File: config.mk
export PLATFORM = sky130hd
export DESIGN_NAME = flight_phase_window_detector
export DESIGN_NICKNAME = d
export VERILOG_FILES = /design/src/fpwd_pkg.sv /design/src/flight_phase_window_detector.sv /design/src/fpwd_front.sv /design/src/fpwd_queue.sv /design/src/fpwd_back.sv
export SDC_FILE = /design/constraint.sdc
export NUM_CORES = 1
export LEC_CHECK = 0
export ABC_CLOCK_PERIOD_IN_PS = 36400
export BUFFER_PORTS_ARGS = -buffer_cell sky130_fd_sc_hd__buf_2
export CORE_MARGIN = 3
export CORE_UTILIZATION = 40
export CTS_CLUSTER_SIZE = 8
export DETAILED_ROUTE_END_ITERATION = 16
export GPL_TIMING_DRIVEN = 1
export PLACE_DENSITY = 0.55
export SLEW_MARGIN = 20
export SYNTH_ARGS = -nofsm -noshare
export SYNTH_HDL_FRONTEND = slang
export SYNTH_HIERARCHICAL = 1
export SYNTH_SLANG_ARGS = --single-unit
File: constraint.sdc
create_clock -name aclk -period 36.4 [get_ports aclk]
set_input_delay 7.28 -clock aclk [delete_from_list [all_inputs] [get_ports aclk]]
set_output_delay 7.28 -clock aclk [all_outputs]
set_load 0.05 [all_outputs]
File: src/fpwd_pkg.sv
// ----------------------------------------------------------------------------
// fpwd_pkg
// Shared types and constants of the flight phase window detector.
// ----------------------------------------------------------------------------
`default_nettype none

package fpwd_pkg;

    // Width of one acceleration sample, tenths of m/s^2
    localparam int SAMPLE_W = 16;
    // Width of the step threshold register
    localparam int THRESH_W = 15;
    // Resting level (9.8 m/s^2) that the history holds after reset
    localparam int REST_LEVEL = 98;
    // Threshold after reset
    localparam int THRESH_RESET = 50;

    // Configuration register indexes
    localparam int REG_STEP_THRESHOLD = 0;

    // Depth of the queue between front and back
    localparam int Q_DEPTH = 2;

    // Flight phase, also the state of the back end
    typedef enum logic [1:0] {
        PH_PRE  = 2'd0,
        PH_LIFT = 2'd1,
        PH_MECO = 2'd2
    } phase_t;

    // Event reported with each result
    typedef enum logic [1:0] {
        EV_NONE = 2'd0,
        EV_LIFT = 2'd1,
        EV_MECO = 2'd2
    } event_t;

    // Classification of one sample by the front end
    typedef struct packed {
        logic rise;   // newer sum - older sum >= limit
        logic fall;   // older sum - newer sum >= limit
    } cls_t;

endpackage

`default_nettype wire

File: src/flight_phase_window_detector.sv
// ----------------------------------------------------------------------------
// flight_phase_window_detector
// Dual moving-average step detector for liftoff and MECO.
// ----------------------------------------------------------------------------
// Takes one signed acceleration sample (tenths of m/s^2) per transaction and
// returns one result per sample: the current phase and the event it caused.
// The newer window sums the last WINDOW samples, the older window the WINDOW
// samples ending at the newer window's oldest one. After reset the history
// holds 9.8 m/s^2 everywhere. Sustained rate is one sample per clock while
// m_tready stays high; otherwise back-pressure stalls the input. The edge
// that accepts a sample loads the window sum registers, the classification
// then moves into the queue, and then the output register is loaded and raises
// m_tvalid. The sums update by one add and one subtract per window on a shift
// line of 2*WINDOW-1 samples. step_threshold sits at byte address 0; write it
// only while no sample is in flight.
`default_nettype none

module flight_phase_window_detector
    import fpwd_pkg::*;
#(
    parameter int WINDOW = 30
) (
    input  wire logic        aclk,
    input  wire logic        aresetn,
    // APB configuration
    input  wire logic        psel,
    input  wire logic        penable,
    input  wire logic        pwrite,
    input  wire logic [2:0]  paddr,
    input  wire logic [31:0] pwdata,
    output logic [31:0]      prdata,
    output logic             pready,
    // Sample stream
    input  wire logic        s_tvalid,
    output logic             s_tready,
    input  wire logic [15:0] s_tdata,     // [15:0] sample
    // Result stream
    output logic             m_tvalid,
    input  wire logic        m_tready,
    output logic [7:0]       m_tdata      // [1:0] phase, [3:2] event_res, [7:4] zero
);

    logic [THRESH_W-1:0] thresh_reg;
    logic                reg_hit;
    logic                cfg_wr;
    logic                q_in_valid, q_in_ready;
    cls_t                q_in_cls;
    logic                q_out_valid, q_out_ready;
    cls_t                q_out_cls;
    phase_t              phase;
    event_t              event_res;

    assign pready  = 1'b1;
    assign reg_hit = (paddr[2] == 1'(REG_STEP_THRESHOLD));
    assign cfg_wr  = psel && penable && pwrite && pready && reg_hit;
    assign prdata  = reg_hit ? {{(32-THRESH_W){1'b0}}, thresh_reg} : '0;

    always_ff @(posedge aclk) begin
        if (!aresetn) begin
            thresh_reg <= THRESH_W'(THRESH_RESET);
        end else if (cfg_wr) begin
            thresh_reg <= pwdata[THRESH_W-1:0];
        end
    end

    fpwd_front #(
        .WINDOW (WINDOW)
    ) u_front (
        .aclk      (aclk),
        .aresetn   (aresetn),
        .s_tvalid  (s_tvalid),
        .s_tready  (s_tready),
        .s_sample  (s_tdata),
        .thresh    (thresh_reg),
        .cls_valid (q_in_valid),
        .cls_ready (q_in_ready),
        .cls       (q_in_cls)
    );

    fpwd_queue u_queue (
        .aclk      (aclk),
        .aresetn   (aresetn),
        .in_valid  (q_in_valid),
        .in_ready  (q_in_ready),
        .in_cls    (q_in_cls),
        .out_valid (q_out_valid),
        .out_ready (q_out_ready),
        .out_cls   (q_out_cls)
    );

    fpwd_back u_back (
        .aclk      (aclk),
        .aresetn   (aresetn),
        .cls_valid (q_out_valid),
        .cls_ready (q_out_ready),
        .cls       (q_out_cls),
        .m_tvalid  (m_tvalid),
        .m_tready  (m_tready),
        .m_phase   (phase),
        .m_event   (event_res)
    );

    assign m_tdata = {4'b0000, 2'(event_res), 2'(phase)};

endmodule

`default_nettype wire

File: src/fpwd_front.sv
// ----------------------------------------------------------------------------
// fpwd_front
// Sample history, incremental window sums and step classification.
// ----------------------------------------------------------------------------
`default_nettype none

module fpwd_front
    import fpwd_pkg::*;
#(
    parameter int WINDOW = 30
) (
    input  wire logic                aclk,
    input  wire logic                aresetn,
    input  wire logic                s_tvalid,
    output logic                     s_tready,
    input  wire logic [SAMPLE_W-1:0] s_sample,
    input  wire logic [THRESH_W-1:0] thresh,
    output logic                     cls_valid,
    input  wire logic                cls_ready,
    output cls_t                     cls
);

    localparam int HIST_D = 2 * WINDOW - 1;
    localparam int SUM_W  = SAMPLE_W + $clog2(WINDOW);
    localparam int LIM_W  = THRESH_W + $clog2(WINDOW);
    localparam int CMP_W  = SUM_W + 2;
    localparam logic signed [SUM_W-1:0] SUM_RESET = SUM_W'(WINDOW * REST_LEVEL);
    localparam logic [LIM_W-1:0] LIM_RESET = LIM_W'(WINDOW * THRESH_RESET);

    logic signed [SAMPLE_W-1:0] hist_reg [HIST_D];
    logic signed [SUM_W-1:0]    newer_reg, newer_next;
    logic signed [SUM_W-1:0]    older_reg, older_next;
    logic [LIM_W-1:0]           limit_reg, limit_next;
    logic                       sums_vld_reg, sums_vld_next;
    logic                       accept;
    logic                       push;
    logic signed [SAMPLE_W-1:0] sample;
    logic signed [CMP_W-1:0]    diff;
    logic signed [CMP_W-1:0]    lim_s;

    assign sample   = $signed(s_sample);
    assign push     = sums_vld_reg && cls_ready;
    assign s_tready = !sums_vld_reg || cls_ready;
    assign accept   = s_tvalid && s_tready;

    // Newer window drops the sample leaving age WINDOW-1; older window gains
    // the sample of age WINDOW-2 and drops the oldest one of the history.
    assign newer_next = newer_reg + SUM_W'(sample) - SUM_W'(hist_reg[WINDOW-1]);
    assign older_next = older_reg + SUM_W'(hist_reg[WINDOW-2])
                        - SUM_W'(hist_reg[HIST_D-1]);
    assign limit_next = LIM_W'(thresh) * LIM_W'(WINDOW);

    always_comb begin
        sums_vld_next = sums_vld_reg;
        if (accept) begin
            sums_vld_next = 1'b1;
        end else if (push) begin
            sums_vld_next = 1'b0;
        end
    end

    always_ff @(posedge aclk) begin
        if (!aresetn) begin
            for (int i = 0; i < HIST_D; i++) begin
                hist_reg[i] <= SAMPLE_W'(REST_LEVEL);
            end
            newer_reg    <= SUM_RESET;
            older_reg    <= SUM_RESET;
            limit_reg    <= LIM_RESET;
            sums_vld_reg <= 1'b0;
        end else begin
            limit_reg    <= limit_next;
            sums_vld_reg <= sums_vld_next;
            if (accept) begin
                hist_reg[0] <= sample;
                for (int i = 1; i < HIST_D; i++) begin
                    hist_reg[i] <= hist_reg[i-1];
                end
                newer_reg <= newer_next;
                older_reg <= older_next;
            end
        end
    end

    // Classify the held sums against the limit
    assign diff      = CMP_W'(newer_reg) - CMP_W'(older_reg);
    assign lim_s     = $signed({{(CMP_W-LIM_W){1'b0}}, limit_reg});
    assign cls.rise  = (diff >= lim_s);
    assign cls.fall  = (-diff >= lim_s);
    assign cls_valid = sums_vld_reg;

`ifndef NO_ASSERTIONS
    // Held sums wait until the queue takes them
    assert property (@(posedge aclk) disable iff (!aresetn)
        sums_vld_reg && !cls_ready && !s_tready |=> sums_vld_reg && $stable(newer_reg))
        else $error("front sums lost while queue was full");
`endif

endmodule

`default_nettype wire

File: src/fpwd_queue.sv
// ----------------------------------------------------------------------------
// fpwd_queue
// Short queue of classified samples between front and back.
// ----------------------------------------------------------------------------
`default_nettype none

module fpwd_queue
    import fpwd_pkg::*;
(
    input  wire logic aclk,
    input  wire logic aresetn,
    input  wire logic in_valid,
    output logic      in_ready,
    input  wire cls_t in_cls,
    output logic      out_valid,
    input  wire logic out_ready,
    output cls_t      out_cls
);

    localparam int PTR_W = $clog2(Q_DEPTH);
    localparam int CNT_W = $clog2(Q_DEPTH + 1);

    cls_t             mem_reg [Q_DEPTH];
    logic [PTR_W-1:0] wr_ptr_reg, wr_ptr_next;
    logic [PTR_W-1:0] rd_ptr_reg, rd_ptr_next;
    logic [CNT_W-1:0] cnt_reg, cnt_next;
    logic             push;
    logic             pop;

    assign in_ready  = (cnt_reg != CNT_W'(Q_DEPTH));
    assign out_valid = (cnt_reg != '0);
    assign out_cls   = mem_reg[rd_ptr_reg];
    assign push      = in_valid && in_ready;
    assign pop       = out_valid && out_ready;

    always_comb begin
        wr_ptr_next = wr_ptr_reg;
        rd_ptr_next = rd_ptr_reg;
        cnt_next    = cnt_reg;
        if (push) begin
            wr_ptr_next = (wr_ptr_reg == PTR_W'(Q_DEPTH - 1)) ? '0 : wr_ptr_reg + 1'b1;
        end
        if (pop) begin
            rd_ptr_next = (rd_ptr_reg == PTR_W'(Q_DEPTH - 1)) ? '0 : rd_ptr_reg + 1'b1;
        end
        if (push && !pop) begin
            cnt_next = cnt_reg + 1'b1;
        end else if (pop && !push) begin
            cnt_next = cnt_reg - 1'b1;
        end
    end

    always_ff @(posedge aclk) begin
        if (!aresetn) begin
            wr_ptr_reg <= '0;
            rd_ptr_reg <= '0;
            cnt_reg    <= '0;
        end else begin
            wr_ptr_reg <= wr_ptr_next;
            rd_ptr_reg <= rd_ptr_next;
            cnt_reg    <= cnt_next;
        end
    end

    always_ff @(posedge aclk) begin
        if (push) begin
            mem_reg[wr_ptr_reg] <= in_cls;
        end
    end

`ifndef NO_ASSERTIONS
    assert property (@(posedge aclk) disable iff (!aresetn)
        cnt_reg <= CNT_W'(Q_DEPTH))
        else $error("queue count above depth");

    assert property (@(posedge aclk) disable iff (!aresetn)
        push && !pop |=> cnt_reg == $past(cnt_reg) + 1'b1)
        else $error("queue count missed a push");
`endif

endmodule

`default_nettype wire

File: src/fpwd_back.sv
// ----------------------------------------------------------------------------
// fpwd_back
// Phase state machine and result output register.
// ----------------------------------------------------------------------------
`default_nettype none

module fpwd_back
    import fpwd_pkg::*;
(
    input  wire logic aclk,
    input  wire logic aresetn,
    input  wire logic cls_valid,
    output logic      cls_ready,
    input  wire cls_t cls,
    output logic      m_tvalid,
    input  wire logic m_tready,
    output phase_t    m_phase,
    output event_t    m_event
);

    phase_t state_reg, state_next;
    event_t ev_c;
    phase_t phase_out_reg;
    event_t event_out_reg;
    logic   out_vld_reg, out_vld_next;
    logic   pop;

    assign cls_ready = !out_vld_reg || m_tready;
    assign pop       = cls_valid && cls_ready;

    // Next state
    always_comb begin
        state_next = state_reg;
        if (pop) begin
            if (cls.rise && state_reg != PH_LIFT) begin
                state_next = PH_LIFT;
            end else if (cls.fall && state_reg != PH_MECO) begin
                state_next = PH_MECO;
            end
        end
    end

    // Event of the popped sample
    always_comb begin
        ev_c = EV_NONE;
        if (cls.rise && state_reg != PH_LIFT) begin
            ev_c = EV_LIFT;
        end else if (cls.fall && state_reg != PH_MECO) begin
            ev_c = EV_MECO;
        end
    end

    always_comb begin
        out_vld_next = out_vld_reg;
        if (pop) begin
            out_vld_next = 1'b1;
        end else if (m_tready) begin
            out_vld_next = 1'b0;
        end
    end

    always_ff @(posedge aclk) begin
        if (!aresetn) begin
            state_reg   <= PH_PRE;
            out_vld_reg <= 1'b0;
        end else begin
            state_reg   <= state_next;
            out_vld_reg <= out_vld_next;
        end
    end

    always_ff @(posedge aclk) begin
        if (pop) begin
            phase_out_reg <= state_next;
            event_out_reg <= ev_c;
        end
    end

    assign m_tvalid = out_vld_reg;
    assign m_phase  = phase_out_reg;
    assign m_event  = event_out_reg;

`ifndef NO_ASSERTIONS
    // A reported event names the phase that was entered
    assert property (@(posedge aclk) disable iff (!aresetn)
        out_vld_reg && event_out_reg != EV_NONE |->
            logic'(event_out_reg) == logic'(phase_out_reg)
            && 2'(event_out_reg) == 2'(phase_out_reg))
        else $error("event does not match phase");

    // Phase moves only when a sample is consumed
    assert property (@(posedge aclk) disable iff (!aresetn)
        !pop |=> state_reg == $past(state_reg))
        else $error("phase changed without a sample");
`endif

endmodule

`default_nettype wire
==> flow_summary.toml, run 1 <==
[run_status]
status = "completed"

[floorplan]
row_count = 122
ios = 101
die_x_um = 342
dieArea_mm2 = 0.117
initial_core_util = 0.405
core_mm2 = 0.111
die_y_um = 342

[critical_path]
worstSetupPathType = "primary input to output pin"
crit_required_ns = 29.12
end_kind = "output pin"
path_common_cell = "buf_2"
cpMaxStageDelayCell = "and2b_2"
critical_path.max_fanout = 16
critPathMaxStageDelay_ns = 0.25
arrival_ns = 7.97
ff2ff_setup_slack_ns = 30.73
critPathBufInv = 2
cp_cell_sequence = "buf_2 > and2b_2 > buf_2"
crit_family = "buffers and inverters"
start_kind = "primary input"

[logic_synthesis]
synth_top_area_frac = 0.634
synth-seq-cells = 1037
synth_edf_count = 952
synth_area_mm2 = 0.0451
avgSynthCellArea_um2 = 13.9
async_flop_share = 0
synth.most_common_cell = "edfxtp_1"
synth.largest_area_cell = "edfxtp_1"
synthTopCellsByArea = "edfxtp_1 63%, and2_1 11%, dfxtp_1 3.8%, ha_1 3.5%, fa_1 3.0%"
yosys_warnings = 6
ys_types = 87
yosysSeqAreaShare = 0.671
ys.flop_type = "edfxtp_1"
syn_inst = 3250
synth.top_cells.by_count = "952 x edfxtp_1, 772 x and2_1, 212 x inv_1"

[detailed_routing]
via_per_inst = 4.72
routed_wl_um = 73600
drtAntennaViolNets = 0
remaining_drc_errors = 0
wl_per_cell_um = 15.1
vias = 23100
drt_pass1_iterations = 5
first_iter_violations = 1772

[hold_path]
hp-class = "register to register"

[clocking]
cts_tree = "built"
cts_buffers = 148
cts_sinks = 1037
ctsLongestPathBuffers = 3
post_cts_buffers = 0
cts.clk_slew.worst_paths_ns = 0.04
ctsHtreeMaxLevel = 4
clk_latency_ns = 0.74
cts.repair.resized = 0
cts-root-buf = "clkbuf_16"
holdBufCountCts = 0

[timing]
fin_tns_setup_ns = 0
tightest_slew_ns = 1.07
maxSlewHeadroom = 0.290
period_share = 0.419
fin_ws_ns = 21.15
setup_viol = 0
clock_skew_ns = 0.0409
rsz0062_at_grt = "false"
max_freq_ghz = 0.0656
slew_violations = 0
final_hold_viol_count = 0
min_period_ns = 15.25

[power_and_ir_drop]
total_power_mw = 3.57
pwr_density_cell_mw_per_mm2 = 70.0
power.internal_mw = 2.53
sw_frac_of_total = 0.291
clockPowerShare = 0.346
p_switching_mw = 1.04
ir_drop_v = 0.0000453
seqPwrFrac = 0.411
leakagePower_nw = 19.6
power_frac_comb = 0.243

[layout]
multiInputGateArea_mm2 = 0.0134
fin_util = 0.458
regArea_mm2 = 0.0303
drive_above_1_share = 0.0801
fillers = 9894
antenna_cells = 0
largest_reg_flops = 944
nNetsFinal = 3589
area_delta_synth_final_pct = 13.1

[placed_design]
gp_congestion = 0.773
hpwl_um = 40500
place_ws_ns = 21.14
port_buffers = 59

[run]
max-cap-violations = 0

[global_route]
antenna_found_initial = 0
grt.total_usage = 0.128
grt_pass1_vias = 22700
grt_max_degree = 208
grt_first_pass_wirelength_um = 122000
overflow = 0
## worst register-to-register path, delay by kind of cell, from the launching register on
family | cells | cell delay (ns)
AOI/OAI and AO/OA | 7 | 1.71
xor gates and xnor gates | 1 | 0.08
adders and majority gates | 3 | 0.96
buffers and inverters | 1 | 0.07
DFF | 1 | 0.32
muxes | 1 | 0.20
and+or+nand+nor | 7 | 2.20
## worst paths after layout
path / start / to / cells past startpoint
hold / removal: u_front/newer_reg[0]$_SDFFE_PN0P_ / u_front/newer_reg[0]$_SDFFE_PN0P_ / 2
hold reg to reg: u_front/newer_reg[0]$_SDFFE_PN0P_ / u_front/newer_reg[0]$_SDFFE_PN0P_ / 2
setup reg to reg: u_front/newer_reg[0]$_SDFFE_PN0P_ / u_queue/mem_reg[1][0]$_DFFE_PP_ / 20
setup / recovery: paddr[2] / prdata[1] / 3
## logic make-up after synthesis
kind of cell             Yosys count  share of synthesized area
buffers and inverters            375                     0.0336
AND/OR/NAND/NOR                 1272                      0.170
adder cells (fa/ha/maj)          195                     0.0654
multiplexers                      20                    0.00452
flip-flops                      1037                      0.671
AO/OA/AOI/OAI                    278                     0.0410
other                              2                   0.000166
XOR/XNOR                          71                     0.0142
## through the flow
| step | hold slack [ns] | std cells | area [µm²] |
|---|---|---|---|
| after floorplan | 0.444 | 3270 | 45200 |
| after global placement | 0.455 | 4674 | 46800 |
| after detailed placement | 0.468 | 4674 | 46800 |
| after CTS | 0.475 | 4882 | 51000 |
| after global routing | 0.499 | 4883 | 51000 |
| final | 0.473 | 4883 | 51000 |
## metal layers
metal	global-route usage	part of all wire
met3	0.0285	0.037
met1	0.191	0.51
met2	0.182	0.43
met4	0.0444	0.021
met5	0	0
## power groups by stage
| stage | sequential, mW | combinational, mW | clock [mW] |
|---|---|---|---|
| 2_1_floorplan | 1.55 | 0.680 | 0 |
| 3_3_place_gp | 1.49 | 0.858 | 0 |
| 3_5_place_dp | 1.49 | 0.868 | 0 |
| 4_1_cts | 1.47 | 0.875 | 1.28 |
| 5_1_grt | 1.48 | 0.989 | 1.33 |
| 6_report | 1.47 | 0.869 | 1.24 |
## cell type report
cell class	count	share of cell area
Tap cell	1488	0.0365
Clock buffer	192	0.0767
Clock inverter	16	0.00464
Timing Repair Buffer	78	0.00998
Multi-Input combinational cell	1858	0.262
Inverter	214	0.0159
Sequential cell	1037	0.594
## placed cells by master (no fill, tap or decap), drive strengths merged, types with 16 or more instances in the layout
cell / instances
fa: 68
mux2i: 17
buf: 78
nor2: 64
xor2: 25
conb: 22
ha: 126
and2: 772
edfxtp: 952
o211ai: 20
nand2: 101
nand3: 17
xnor2: 46
inv: 221
clkbuf: 192
a21oi: 60
nand2b: 186
dfxtp: 85
o21a: 16
o21ai: 60
nor2b: 36
a21o: 26
Note: power is estimated with default switching activity, not from simulation.
==> run 2, diff against run 1 <==
--- a/config.mk
+++ b/config.mk
@@ -5,7 +5,8 @@
 export SDC_FILE = /design/constraint.sdc
 export NUM_CORES = 1
 export LEC_CHECK = 0
-export ABC_CLOCK_PERIOD_IN_PS = 36400
+export ABC_AREA = 1
+export ABC_CLOCK_PERIOD_IN_PS = 14750
 export BUFFER_PORTS_ARGS = -buffer_cell sky130_fd_sc_hd__buf_2
 export CORE_MARGIN = 3
 export CORE_UTILIZATION = 40
==> constraint.sdc (replaced) <==
create_clock -name aclk -period 14.75 [get_ports aclk]
set_input_delay 2.95 -clock aclk [delete_from_list [all_inputs] [get_ports aclk]]
set_output_delay 2.95 -clock aclk [all_outputs]
set_load 0.05 [all_outputs]
==> run 2 against run 1 <==
  * Register-to-register slack lost 21 ns
  * Global-route usage is 0.59 points higher
  * Total power increased to 2.7 times the previous value
  * Largest power group unchanged
==> flow_summary.toml, run 2 <==
[clocking]
cts.clk_slew.worst_paths_ns = 0.05
cts-root-buf = "clkbuf_16"
post_cts_buffers = 0
clk_latency_ns = 0.73
cts_buffers = 148
ctsLongestPathBuffers = 3
cts_tree = "built"
cts.repair.resized = 0
holdBufCountCts = 0
cts_sinks = 1037
ctsHtreeMaxLevel = 4

[timing]
max_freq_ghz = 0.149
clock_skew_ns = 0.0265
min_period_ns = 6.72
fin_tns_setup_ns = 0
slew_violations = 0
hold_ws_ns = 0.463
rsz0062_at_grt = "false"
tightest_slew_ns = 1.29
final_hold_viol_count = 0
maxSlewHeadroom = 0.139
setup_viol = 0
fin_ws_ns = 8.03
period_share = 0.455

[critical_path]
crit_required_ns = 15.08
critPathBufInv = 7
end_kind = "register"
crit_family = "buffers and inverters"
cpMaxStageDelayCell = "buf_4"
reg2reg_depth = 11
ff2ff_setup_slack_ns = 10.09
regToRegStartpoint = "u_queue/cnt_reg[0]$_SDFFE_PN0P_"
critPathMaxStageDelay_ns = 0.91
worstSetupPathType = "primary input to register"
cp_cell_sequence = "buf_8 > inv_2 > buf_4 > nor2_1 > buf_4 > inv_8 > buf_4 > buf_4"
critical_path.max_fanout = 136
path_common_cell = "buf_4"
start_kind = "primary input"
arrival_ns = 7.05
rr_endpoint = "u_front/hist_reg[1][278]$_SDFFCE_PN1P_"

[logic_synthesis]
synthTopCellsByArea = "edfxtp_1 61%, inv_1 8.9%, nand2_1 5.3%, nor2_1 4.5%, dfxtp_1 3.6%"
ys_types = 58
synth_edf_count = 952
yosys_warnings = 6
avgSynthCellArea_um2 = 10.7
synth_area_mm2 = 0.0467
synth-seq-cells = 1037
synth.most_common_cell = "inv_1"
ys.flop_type = "edfxtp_1"
yosysSeqAreaShare = 0.649
syn_inst = 4362
async_flop_share = 0
synth_top_area_frac = 0.612
synth.top_cells.by_count = "1106 x inv_1, 952 x edfxtp_1, 657 x nand2_1"
synth.largest_area_cell = "edfxtp_1"

[layout]
area_delta_synth_final_pct = 13.0
layout_commonest_cell = "inv_1"
fin_util = 0.458
stdcell_count = 6060
drive_above_1_share = 0.112
fillers = 10900
nNetsFinal = 4716
final_cell_mix = "1104 x inv_1, 952 x edfxtp_1, 657 x nand2_1"
postLayoutCellArea_mm2 = 0.0528
largest_reg_flops = 944

[placed_design]
hpwl_um = 48000
gp_congestion = 0.815
dpl.cell_count = 5826
place_ws_ns = 7.23
placed_area_mm2 = 0.0485
port_buffers = 59

[run_status]
status = "completed"

[power_and_ir_drop]
ir_drop_v = 0.000125
pwr_density_cell_mw_per_mm2 = 181
leakagePower_nw = 23.6
total_power_mw = 9.52

[floorplan]
row_count = 124
ios = 101
die_y_um = 348
die_x_um = 348
core_mm2 = 0.115
dieArea_mm2 = 0.121
initial_core_util = 0.406

[hold_path]
hold_start = "u_front/older_reg[17]$_SDFFE_PN0P_"
holdPathStages = 2
hp-class = "register to register"
min_to = "u_front/older_reg[17]$_SDFFE_PN0P_"

[global_route]
grt_max_degree = 233
grt_pass1_vias = 25600
grt_first_pass_wirelength_um = 131000
antenna_found_initial = 0
overflow = 0
grt.total_usage = 0.133

[detailed_routing]
drt_pass1_iterations = 5
vias = 26900
routed_wl_um = 80200
drtAntennaViolNets = 0
first_iter_violations = 1672
wl_per_cell_um = 13.2
remaining_drc_errors = 0
via_per_inst = 4.44

[run]
max-cap-violations = 0
## run 2: report_power, final
| part | switching [mW] | internal, mW | total [mW] |
|---|---|---|---|
| logic | 1.83 | 0.921 | 2.75 |
| clock network | 1.21 | 1.88 | 3.09 |
| registers | 0.117 | 3.57 | 3.69 |
| total | 3.16 | 6.37 | 9.52 |
## run 2: worst max-delay path by stage
stage | startpoint | endpoint | slack (ns) | cells past startpoint
after detailed placement | aresetn | u_front/hist_reg[1][353]$_SDFFCE_PN1P_ | 7.23 | 8
after CTS | aresetn | u_front/hist_reg[1][278]$_SDFFCE_PN1P_ | 7.98 | 8
final | aresetn | u_front/hist_reg[1][278]$_SDFFCE_PN1P_ | 8.03 | 8
after global routing | aresetn | u_front/hist_reg[1][154]$_SDFFCE_PN0P_ | 7.62 | 8
after global placement | aresetn | u_front/hist_reg[1][353]$_SDFFCE_PN1P_ | 7.20 | 8
after floorplan | aresetn | u_front/hist_reg[0][0]$_SDFFCE_PN0P_ | 3.83 | 6
## run 2: cell type report
cell class	count	area (µm²)	share of cell area
Antenna cell	1	2.50	0.0000474
Clock buffer	218	4030	0.0764
Clock inverter	15	225	0.00427
Inverter	1118	4220	0.0799
Multi-Input combinational cell	2083	11600	0.220
Sequential cell	1037	30300	0.574
Tap cell	1512	1890	0.0359
Timing Repair Buffer	76	474	0.00899
## run 2: worst reg2reg max path: stages, from the launching register on
cell,delay [ns]
dfxtp_1,0.40
inv_2,0.09
nand2_4,0.08
inv_1,0.04
nand2_1,0.09
nand2_1,0.23
inv_1,0.37
nor2_1,0.15
buf_4,0.26
inv_8,0.56
buf_4,1.01
buf_4,0.96
## run 2: per-layer routing
layer	GRT usage	wire length [µm]	up-vias
met5	0	0	-
met4	0.0512	2150	0
met3	0.0269	3250	155
met2	0.206	35800	358
met1	0.187	39000	12600
li1	-	-	13700
## run 2: cell families after synthesis
| group | count (synthesis) | synth area share |
|---|---|---|
| XOR/XNOR | 22 | 0.00429 |
| AO/OA/AOI/OAI | 267 | 0.0328 |
| AND/OR/NAND/NOR | 1576 | 0.147 |
| buffers and inverters | 1262 | 0.104 |
| multiplexers | 2 | 0.000482 |
| adder cells (fa/ha/maj) | 194 | 0.0629 |
| other | 2 | 0.000161 |
| flip-flops | 1037 | 0.649 |
